[src/assert_macros.svh]
// assertion helpers used by the interpolator unit
`ifndef ASSERT_MACROS_SVH
`define ASSERT_MACROS_SVH

// property must hold at every clock edge out of reset
`define EWVI_ASSERT_NOW(lbl, clk, rst_n, expr, msg) \
    lbl: assert property (@(posedge clk) disable iff (!rst_n) (expr)) \
        else $error(msg);

// same-cycle implication
`define EWVI_ASSERT_IMP(lbl, clk, rst_n, ante, cons, msg) \
    lbl: assert property (@(posedge clk) disable iff (!rst_n) (ante) |-> (cons)) \
        else $error(msg);

// next-cycle implication
`define EWVI_ASSERT_NXT(lbl, clk, rst_n, ante, cons, msg) \
    lbl: assert property (@(posedge clk) disable iff (!rst_n) (ante) |=> (cons)) \
        else $error(msg);

`endif

[src/ewvi_pkg.sv]
package ewvi_pkg;

    localparam int MAX_VARYINGS   = 16;
    localparam int LERP_FRAC_BITS = 16;

    localparam int IDX_W    = 4;
    localparam int CNT_W    = 5;
    localparam int POS_W    = 16;
    localparam int POS_FRAC = 4;
    localparam int PIX_W    = 12;
    localparam int VAL_W    = 32;

    localparam int AMT_W     = LERP_FRAC_BITS + 1;
    localparam int DIV_STEPS = AMT_W;
    localparam int DIV_CW    = $clog2(DIV_STEPS);
    localparam int XPROD_W   = PIX_W + 1 + AMT_W + 1;
    localparam int PROD_W    = VAL_W + 1 + AMT_W + 1;

    localparam logic [AMT_W-1:0] AMOUNT_ONE  = {1'b1, {LERP_FRAC_BITS{1'b0}}};
    localparam logic [AMT_W-1:0] AMOUNT_HALF = AMOUNT_ONE >> 1;
    localparam logic [POS_W:0]   POS_HALF    = (POS_W+1)'(1) << (POS_FRAC - 1);

    typedef enum logic [1:0] {
        KIND_LOAD = 2'd0,
        KIND_SET  = 2'd1,
        KIND_STEP = 2'd2
    } t_kind;

    typedef enum logic [2:0] {
        ST_IDLE,
        ST_DIV,
        ST_PREP,
        ST_RUN,
        ST_DRAIN
    } t_state;

    typedef struct packed {
        logic [1:0]              kind;
        logic [IDX_W-1:0]        varying_index;
        logic signed [VAL_W-1:0] varying_start;
        logic signed [VAL_W-1:0] varying_end;
        logic [POS_W-1:0]        x_start;
        logic [POS_W-1:0]        y_start;
        logic [POS_W-1:0]        x_end;
        logic [POS_W-1:0]        y_end;
    } t_in_item;

    typedef struct packed {
        logic [PIX_W-1:0]        pixel_x;
        logic [PIX_W-1:0]        pixel_y;
        logic [IDX_W-1:0]        out_index;
        logic signed [VAL_W-1:0] out_value;
        logic                    last;
    } t_out_item;

    // control that travels along the interpolation pipeline
    typedef struct packed {
        logic             valid;
        logic [IDX_W-1:0] idx;
        logic             last;
        logic             zero;
    } t_tag;

endpackage

[src/ewvi_if.sv]
interface ewvi_in_if import ewvi_pkg::*; ();
    logic     valid;
    logic     ready;
    t_in_item data;

    modport source (output valid, output data, input ready);
    modport sink   (input valid, input data, output ready);
endinterface

interface ewvi_out_if import ewvi_pkg::*; ();
    logic      valid;
    logic      ready;
    t_out_item data;

    modport source (output valid, output data, input ready);
    modport sink   (input valid, input data, output ready);
endinterface

interface ewvi_cfg_if import ewvi_pkg::*; ();
    logic             valid;
    logic             ready;
    logic [CNT_W-1:0] data;

    modport source (output valid, output data, input ready);
    modport sink   (input valid, input data, output ready);
endinterface

[src/edge_walker_varying_interpolator_unit.sv]
// Edge walker with varying interpolation.
// i_in carries load, set and step transactions; o_out returns one run of results per
// set or step: pixel x, pixel y and one interpolated varying per result, last flagged.
// A load writes a start/end pair into the varying memory and returns nothing.
// i_cfg writes varying_count; it is always ready and must be written only while idle,
// which the block itself does not enforce. i_in is ready only while no run is in flight.
// A step holds i_in.ready low while it forms x and y, issues one memory read per varying
// (n = max(varying_count, 1) reads, at most 16) and waits for the read, multiply and round
// stages to empty, so the next transaction is taken only after the run has drained.
// A set with a positive dy first runs the bit-serial 1/dy divider. Results follow one
// per cycle while o_out does not stall.
// Each varying goes through the shared 33x18 multiplier once.
// When o_out stalls, the whole read pipeline holds; the last result waits in the
// output register while the next input transaction may already be taken.
// Reset clears the edge state, the amount, the step and varying_count; the
// varying memory is not cleared and must be loaded before it is read.
`include "assert_macros.svh"

module edge_walker_varying_interpolator_unit import ewvi_pkg::*; (
    input  logic         i_clk,
    input  logic         i_rst_n,
    ewvi_in_if.sink      i_in,
    ewvi_out_if.source   o_out,
    ewvi_cfg_if.sink     i_cfg
);

    t_state             r_state, n_state;
    logic [PIX_W-1:0]   r_sx, n_sx, r_ex, n_ex, r_sy, n_sy, r_ey, n_ey;
    logic [AMT_W-1:0]   r_step, n_step, r_amount, n_amount;
    logic [PIX_W-1:0]   r_dy, n_dy, r_rem, n_rem;
    logic [AMT_W-1:0]   r_num, n_num;
    logic [DIV_CW-1:0]  r_div_cnt, n_div_cnt;
    logic [PIX_W-1:0]   r_px, n_px, r_py, n_py;
    logic [IDX_W-1:0]   r_k, n_k;
    logic [CNT_W-1:0]   r_vcount;

    logic [2*VAL_W-1:0] mem [MAX_VARYINGS];
    logic [2*VAL_W-1:0] r_rd;

    t_tag                     r_s1, r_s2, r_s3, issue_tag;
    logic signed [VAL_W-1:0]  r_s2_base, r_s3_base;
    logic signed [VAL_W:0]    r_s2_diff;
    logic signed [PROD_W-1:0] r_s3_prod;
    logic                     r_out_valid;
    t_out_item                r_out;

    logic                     in_fire, adv, pipe_busy;
    logic [CNT_W-1:0]         cnt_eff;
    logic [PIX_W:0]           set_dy;
    logic [AMT_W:0]           amt_sum;
    logic [PIX_W:0]           trial, trial_sub;
    logic                     trial_ge;
    logic signed [AMT_W:0]    amt_s;
    logic signed [PIX_W:0]    x_delta, y_delta;
    logic signed [XPROD_W-1:0] x_prod, y_prod;
    logic [XPROD_W-1:0]       x_rnd;
    logic signed [VAL_W:0]    v_diff;
    logic signed [PROD_W-1:0] v_prod;
    logic [PROD_W-1:0]        v_rnd;
    logic [VAL_W-1:0]         v_value;

    function automatic logic [PIX_W-1:0] round_pix(input logic [POS_W-1:0] pos);
        logic [POS_W:0] sum;
        sum = {1'b0, pos} + POS_HALF;
        return sum[POS_W] ? {PIX_W{1'b1}} : sum[POS_W-1:POS_FRAC];
    endfunction

    assign in_fire     = i_in.valid && i_in.ready;
    assign i_in.ready  = (r_state == ST_IDLE);
    assign i_cfg.ready = 1'b1;
    assign adv         = !r_out_valid || o_out.ready;
    assign o_out.valid = r_out_valid;
    assign o_out.data  = r_out;
    assign pipe_busy   = r_s1.valid || r_s2.valid || r_s3.valid;

    assign cnt_eff = (int'(r_vcount) > MAX_VARYINGS) ? CNT_W'(MAX_VARYINGS) : r_vcount;

    assign set_dy  = {1'b0, i_in.data.y_end[POS_W-1:POS_FRAC]}
                   - {1'b0, i_in.data.y_start[POS_W-1:POS_FRAC]};
    assign amt_sum = {1'b0, r_amount} + {1'b0, r_step};

    // one restoring division step per cycle
    assign trial     = {r_rem, r_num[AMT_W-1]};
    assign trial_ge  = trial >= {1'b0, r_dy};
    assign trial_sub = trial - {1'b0, r_dy};

    assign amt_s   = $signed({1'b0, r_amount});
    assign x_delta = $signed({1'b0, r_ex}) - $signed({1'b0, r_sx});
    assign y_delta = $signed({1'b0, r_ey}) - $signed({1'b0, r_sy});
    assign x_prod  = x_delta * amt_s;
    assign y_prod  = y_delta * amt_s;
    assign x_rnd   = x_prod + XPROD_W'(AMOUNT_HALF);

    assign v_diff  = {r_rd[2*VAL_W-1], r_rd[2*VAL_W-1:VAL_W]}
                   - {r_rd[VAL_W-1], r_rd[VAL_W-1:0]};
    assign v_prod  = r_s2_diff * amt_s;
    assign v_rnd   = r_s3_prod + PROD_W'(AMOUNT_HALF);
    assign v_value = r_s3_base + v_rnd[LERP_FRAC_BITS +: VAL_W];

    always_comb begin
        n_state   = r_state;
        n_sx      = r_sx;
        n_ex      = r_ex;
        n_sy      = r_sy;
        n_ey      = r_ey;
        n_step    = r_step;
        n_amount  = r_amount;
        n_dy      = r_dy;
        n_rem     = r_rem;
        n_num     = r_num;
        n_div_cnt = r_div_cnt;
        n_px      = r_px;
        n_py      = r_py;
        n_k       = r_k;
        issue_tag = '0;
        case (r_state)
            ST_IDLE: begin
                if (in_fire) begin
                    case (i_in.data.kind)
                        KIND_SET: begin
                            n_sx      = round_pix(i_in.data.x_start);
                            n_ex      = round_pix(i_in.data.x_end);
                            n_sy      = i_in.data.y_start[POS_W-1:POS_FRAC];
                            n_ey      = i_in.data.y_end[POS_W-1:POS_FRAC];
                            n_amount  = '0;
                            n_step    = '0;
                            n_rem     = '0;
                            n_div_cnt = '0;
                            n_dy      = set_dy[PIX_W-1:0];
                            n_num     = AMOUNT_ONE + AMT_W'(set_dy[PIX_W-1:1]);
                            if (set_dy == '0) begin
                                n_step  = AMOUNT_ONE;
                                n_state = ST_PREP;
                            end else if (set_dy[PIX_W]) begin
                                // upward edge keeps the amount at zero
                                n_state = ST_PREP;
                            end else begin
                                n_state = ST_DIV;
                            end
                        end
                        KIND_STEP: begin
                            n_amount = (amt_sum > {1'b0, AMOUNT_ONE}) ? AMOUNT_ONE
                                                                      : amt_sum[AMT_W-1:0];
                            n_state  = ST_PREP;
                        end
                        default: ;
                    endcase
                end
            end
            ST_DIV: begin
                n_rem     = trial_ge ? trial_sub[PIX_W-1:0] : trial[PIX_W-1:0];
                n_num     = r_num << 1;
                n_step    = {r_step[AMT_W-2:0], trial_ge};
                n_div_cnt = r_div_cnt + DIV_CW'(1);
                if (r_div_cnt == DIV_CW'(DIV_STEPS - 1)) begin
                    n_state = ST_PREP;
                end
            end
            ST_PREP: begin
                n_px    = r_sx + x_rnd[LERP_FRAC_BITS +: PIX_W];
                n_py    = r_sy + y_prod[LERP_FRAC_BITS +: PIX_W];
                n_k     = '0;
                n_state = ST_RUN;
            end
            ST_RUN: begin
                if (adv) begin
                    issue_tag.valid = 1'b1;
                    issue_tag.idx   = r_k;
                    issue_tag.zero  = (cnt_eff == '0);
                    issue_tag.last  = issue_tag.zero
                                   || ((CNT_W'(r_k) + CNT_W'(1)) == cnt_eff);
                    if (issue_tag.last) begin
                        n_state = ST_DRAIN;
                    end else begin
                        n_k = r_k + IDX_W'(1);
                    end
                end
            end
            ST_DRAIN: begin
                if (!pipe_busy) begin
                    n_state = ST_IDLE;
                end
            end
            default: n_state = ST_IDLE;
        endcase
    end

    always_ff @(posedge i_clk) begin
        if (!i_rst_n) begin
            r_state     <= ST_IDLE;
            r_sx        <= '0;
            r_ex        <= '0;
            r_sy        <= '0;
            r_ey        <= '0;
            r_step      <= '0;
            r_amount    <= '0;
            r_div_cnt   <= '0;
            r_vcount    <= '0;
            r_s1        <= '0;
            r_s2        <= '0;
            r_s3        <= '0;
            r_out_valid <= 1'b0;
        end else begin
            r_state   <= n_state;
            r_sx      <= n_sx;
            r_ex      <= n_ex;
            r_sy      <= n_sy;
            r_ey      <= n_ey;
            r_step    <= n_step;
            r_amount  <= n_amount;
            r_div_cnt <= n_div_cnt;
            if (i_cfg.valid) begin
                r_vcount <= i_cfg.data;
            end
            if (adv) begin
                r_s1        <= issue_tag;
                r_s2        <= r_s1;
                r_s3        <= r_s2;
                r_out_valid <= r_s3.valid;
            end
        end
    end

    always_ff @(posedge i_clk) begin
        r_dy  <= n_dy;
        r_rem <= n_rem;
        r_num <= n_num;
        r_px  <= n_px;
        r_py  <= n_py;
        r_k   <= n_k;
        if (adv) begin
            r_s2_base         <= r_rd[VAL_W-1:0];
            r_s2_diff         <= v_diff;
            r_s3_base         <= r_s2_base;
            r_s3_prod         <= v_prod;
            r_out.pixel_x     <= r_px;
            r_out.pixel_y     <= r_py;
            r_out.out_index   <= r_s3.idx;
            r_out.out_value   <= r_s3.zero ? '0 : v_value;
            r_out.last        <= r_s3.last;
        end
    end

    // varying memory: start in the low half, end in the high half
    always_ff @(posedge i_clk) begin
        if (in_fire && (i_in.data.kind == KIND_LOAD)) begin
            mem[i_in.data.varying_index] <= {i_in.data.varying_end, i_in.data.varying_start};
        end
        if (adv) begin
            r_rd <= mem[r_k];
        end
    end

    `EWVI_ASSERT_NOW(a_amount_cap, i_clk, i_rst_n, r_amount <= AMOUNT_ONE, "amount above one")
    `EWVI_ASSERT_IMP(a_ready_empty, i_clk, i_rst_n, i_in.ready, !pipe_busy, "ready while busy")
    `EWVI_ASSERT_NXT(a_last_drain, i_clk, i_rst_n, issue_tag.last, r_state == ST_DRAIN, "no drain")

endmodule
[src/flat_wrapper.sv]
// flat-port wrapper written by rule: the top's interface ports become plain ports
module edge_walker_varying_interpolator_unit_flat import ewvi_pkg::*;
  (i_clk, i_rst_n, i_in_valid, i_in_data, i_in_ready, o_out_valid, o_out_data, o_out_ready, i_cfg_valid, i_cfg_data, i_cfg_ready);
  ewvi_in_if i_in_i ();
  ewvi_out_if o_out_i ();
  ewvi_cfg_if i_cfg_i ();
  input  logic i_clk;
  input  logic i_rst_n;
  input wire logic [$bits(i_in_i.valid)-1:0] i_in_valid;
  input wire logic [$bits(i_in_i.data)-1:0] i_in_data;
  output wire logic [$bits(i_in_i.ready)-1:0] i_in_ready;
  output wire logic [$bits(o_out_i.valid)-1:0] o_out_valid;
  output wire logic [$bits(o_out_i.data)-1:0] o_out_data;
  input wire logic [$bits(o_out_i.ready)-1:0] o_out_ready;
  input wire logic [$bits(i_cfg_i.valid)-1:0] i_cfg_valid;
  input wire logic [$bits(i_cfg_i.data)-1:0] i_cfg_data;
  output wire logic [$bits(i_cfg_i.ready)-1:0] i_cfg_ready;
  assign i_in_i.valid = i_in_valid;
  assign i_in_i.data = i_in_data;
  assign i_in_ready = i_in_i.ready;
  assign o_out_valid = o_out_i.valid;
  assign o_out_data = o_out_i.data;
  assign o_out_i.ready = o_out_ready;
  assign i_cfg_i.valid = i_cfg_valid;
  assign i_cfg_i.data = i_cfg_data;
  assign i_cfg_ready = i_cfg_i.ready;
  edge_walker_varying_interpolator_unit u_core (.i_clk(i_clk), .i_rst_n(i_rst_n), .i_in(i_in_i), .o_out(o_out_i), .i_cfg(i_cfg_i));
endmodule
[config.mk]
export PLATFORM = sky130hd
export DESIGN_NAME = edge_walker_varying_interpolator_unit_flat
export DESIGN_NICKNAME = d
export VERILOG_FILES = /design/src/ewvi_pkg.sv /design/src/ewvi_if.sv /design/src/edge_walker_varying_interpolator_unit.sv /design/src/flat_wrapper.sv
export VERILOG_INCLUDE_DIRS = /design/src /design/src/src
export SDC_FILE = /design/constraint.sdc
export NUM_CORES = 2
export LEC_CHECK = 0
export ABC_CLOCK_PERIOD_IN_PS = 13730
export BUFFER_PORTS_ARGS = -buffer_cell sky130_fd_sc_hd__buf_4
export CORE_MARGIN = 8
export CORE_UTILIZATION = 60
export CTS_CLUSTER_DIAMETER = 200
export DETAILED_ROUTE_END_ITERATION = 10
export PLACE_DENSITY = 0.82
export SETUP_SLACK_MARGIN = 0.3
export SLEW_MARGIN = 5
export SYNTH_ARGS = -nofsm -noshare
export SYNTH_HDL_FRONTEND = slang
export SYNTH_SLANG_ARGS = --single-unit
[constraint.sdc]
create_clock -name i_clk -period 13.73 [get_ports i_clk]
set_input_delay 2.746 -clock i_clk [delete_from_list [all_inputs] [get_ports i_clk]]
set_output_delay 2.746 -clock i_clk [all_outputs]
set_load 0.005 [all_outputs]
==> reports/results.tsv <==
stage	metric	value	unit
grt	first-pass GRT wire length	369.2	mm
placed_design	IO buf count	192	
route	Initial DRC Count	6259	
synthesis	Synth Register Bits	1465	
route	drt first pass iters	6	
grt	vias in the first global route	61570	
clock_tree	CTS Hold Buffers Added	0	
power_and_ir_drop	VDD IR max	174.6	µV
floorplan	num ports	208	
clock_tree	setup bufs post-CTS	0	
flow_run	maxcap violations	0	
route	average routed wire per standard cell	25.88	µm
sta	Tcrit/Tclk final	73.01	%
setup_path	crit start category	flip-flop	
sta	TNS Setup	0	ps
final_layout	most frequent cells in the layout	1,348 x edfxtp_1, 1,039 x inv_1, 851 x fa_1	
setup_path	Crit. Startpoint	u_core.r_sy[1]$_SDFFE_PN0P_	
final_layout	Area Growth Syn to Fin	9.511	%
sta	Fin. Hold Viols	0	
sta	RSZ-0062 raised after global routing	no	
route	DR vias/cell	6.206	
setup_path	worst r2r src	u_core.r_sy[1]$_SDFFE_PN0P_	
setup_path	Worst R2R Path Depth	38	
synthesis	sequential share of the synthesized area	46.69	%
route	final WL	240.2	mm
setup_path	slowest stage cell, crit path	a2111oi_0	
hold_path	worst min-delay path class	reg -> reg	
setup_path	most frequent cell on the critical path	fa_1	
final_layout	Nets	8552	
hold_path	hold path cells	0	
grt	antenna violations before repair	15	
route	post-route ant nets	0	
grt	total gr overflow	0	
sta	Clock Skew	76.26	ps
setup_path	crit path DAT	10540	ps
placed_design	Detail Placement HPWL	151.6	mm
placed_design	GP Congestion	0.8735	
clock_tree	CTS tree	yes	
clock_tree	Clk Latency, worst-skew pair	830	ps
floorplan	# rows	143	
floorplan	Die Area	165600	µm²
final_layout	final instance area	100400	µm²
sta	worst-margin pin slew	1224	ps
sta	Worst slew margin	17.93	%
setup_path	Crit Path Max Fanout	17	
synthesis	Yosys warning count	0	
synthesis	Mapped Nets	8409	
floorplan	Die H	407.0	µm
clock_tree	Post-CTS Resized	0	
sta	min Tclk post-route	10020	ps
synthesis	synth unique cells	92	
power_and_ir_drop	Tot Pwr	14.89	mW
synthesis	Post-synth EDFFs	1348	
final_layout	non-filler cells, final	9279	
clock_tree	Clk pin slew, worst setup/hold paths	60	ps
power_and_ir_drop	static leakage	39.92	nW
sta	FMAX	99.75	MHz
power_and_ir_drop	Pwr Density	148.2	nW/µm²
synthesis	Async SR Flop Fraction	0	%
sta	Final Setup Violations	0	
run_status	run status	complete, no violations	
route	DRC	0	
floorplan	Initial Util	60.38	%
clock_tree	clk buf depth	3	
route	via count	57580	
floorplan	Die Width	407.0	µm
setup_path	Worst path max stage delay	660	ps
setup_path	CP Capture Type	flip-flop	
grt	largest net degree at the start of global routing	101	
floorplan	core area	151900	µm²
final_layout	commonest non-fill, non-tap cell in the layout	edfxtp_1	
hold_path	min-delay src	u_core.r_s2_base[3]$_DFFE_PP_	
clock_tree	clk sink count	1465	
synthesis	syn avg cell area	13.14	µm²
clock_tree	H-tree levels	4	
placed_design	placed cell area	95450	µm²
setup_path	Setup CP Type	reg -> reg	
clock_tree	CTS buffer count	148	
synthesis	Top FF cell, synth	edfxtp_1	
synthesis	Syn Inst Count	6979	
clock_tree	CTS Root Cell	clkbuf_16	
placed_design	Placed Cells	9002	
final_layout	share of cells above drive strength 1	12.52	%
sta	Slew Viols, Final	0	
synthesis	Syn Std Cell Area	91720	µm²
setup_path	worst path required time	14240	ps
grt	GR Util All Layers	29.42	%
-- layout make-up --
type,count,area [µm²]
Antenna cell,10,25.02
Clock buffer,182,3895
Clock inverter,85,1072
Fill cell,10010,51460
Inverter,1044,3926
Multi-Input combinational cell,4183,44030
Sequential cell,1465,42840
Tap cell,2030,2540
Timing Repair Buffer,280,2115
-- power breakdown --
group	leakage [nW]	internal, mW	switching [mW]
Combinational	23.9	1.86	2.67
Clock	2.42	2.29	1.87
Sequential	13.6	5.55	0.652
Total	39.9	9.70	5.19
-- cell families (layout without fill, tap and decap cells) --
group,count (synthesis),count (layout),share of synthesized area (%)
AO/OA/AOI/OAI,608,608,4.287
XOR/XNOR,240,240,2.307
adder cells (fa/ha/maj),1286,1286,24.51
buffers and inverters,1331,1591,5.465
flip-flops,1465,1465,46.69
multiplexers,327,327,7.935
other,1,11,0.004088
AND/OR/NAND/NOR,1721,1721,8.808
-- metal layers --
| layer | vias to the layer above | global-route usage [%] | wire, µm |
|---|---|---|---|
| met4 | 12 | 15.25 | 13790 |
| met5 | - | 0 | 85 |
| met2 | 3461 | 50.18 | 121100 |
| met1 | 29340 | 35.93 | 83420 |
| li1 | 24010 | - | - |
| met3 | 768 | 5.507 | 21820 |
-- path summary, 6_finish.rpt --
check,to,slack [ps]
setup / recovery,u_core.r_py[11]$_DFFE_PN_,3710
hold / removal,u_core.r_s3_base[3]$_DFFE_PP_,420
setup reg to reg,u_core.r_py[11]$_DFFE_PN_,3710
hold reg to reg,u_core.r_s3_base[3]$_DFFE_PP_,420
-- critical path: cells and delay by family (launching register included) --
| kind | cells | cell delay (ps) |
|---|---|---|
| buffers and inverters | 4 | 250 |
| adder cells (fa/ha/maj) | 9 | 3770 |
| AO/OA/AOI/OAI | 12 | 3170 |
| flip-flops | 1 | 410 |
| AND/OR/NAND/NOR | 7 | 980 |
| XOR/XNOR | 6 | 1180 |
-- through the flow --
step / utilization [%] / setup WS, ps / hold slack [ps]
5_1_grt: 66.12 / 3129 / 414.1
4_1_cts: 66.11 / 3788 / 408.7
6_report: 66.12 / 3705 / 419.1
3_3_place_gp: 62.84 / 3945 / 401.8
2_1_floorplan: - / 2669 / 400.3
3_5_place_dp: 62.84 / 3818 / 404.5
-- flip-flops by register name, summed over array words and instances (netlist names), 32 cells and up --
register	flops
u_core.mem	1024
u_core.o_out.data	61
u_core.r_rd	64
u_core.r_s2_base	32
u_core.r_s2_diff	33
u_core.r_s3_base	32
u_core.r_s3_prod	33
-- cells in the mapped netlist (14+ instances only) --
library cell	instances	area, µm²
a211oi_1	19	142.6
a21o_1	53	397.9
a21oi_1	198	991.0
a22oi_1	16	120.1
a31oi_1	16	100.1
and2_1	293	1833
and3_1	39	244.0
buf_1	31	116.4
clkbuf_1	250	938.4
dfxtp_1	117	2342
edfxtp_1	1348	40480
fa_1	851	17040
ha_1	435	5443
inv_1	1042	3911
mux4_2	320	7207
nand2_1	825	3097
nand2b_1	77	481.7
nand3_1	70	350.3
nand4_1	24	150.1
nor2_1	212	795.8
nor2b_1	62	387.9
nor3_1	47	235.2
o21a_1	35	262.8
o21ai_0	117	585.6
or2_2	20	125.1
or3_1	14	87.58
xnor2_1	170	1489
xor2_1	69	604.3
Power figures use the tool's default switching activity.
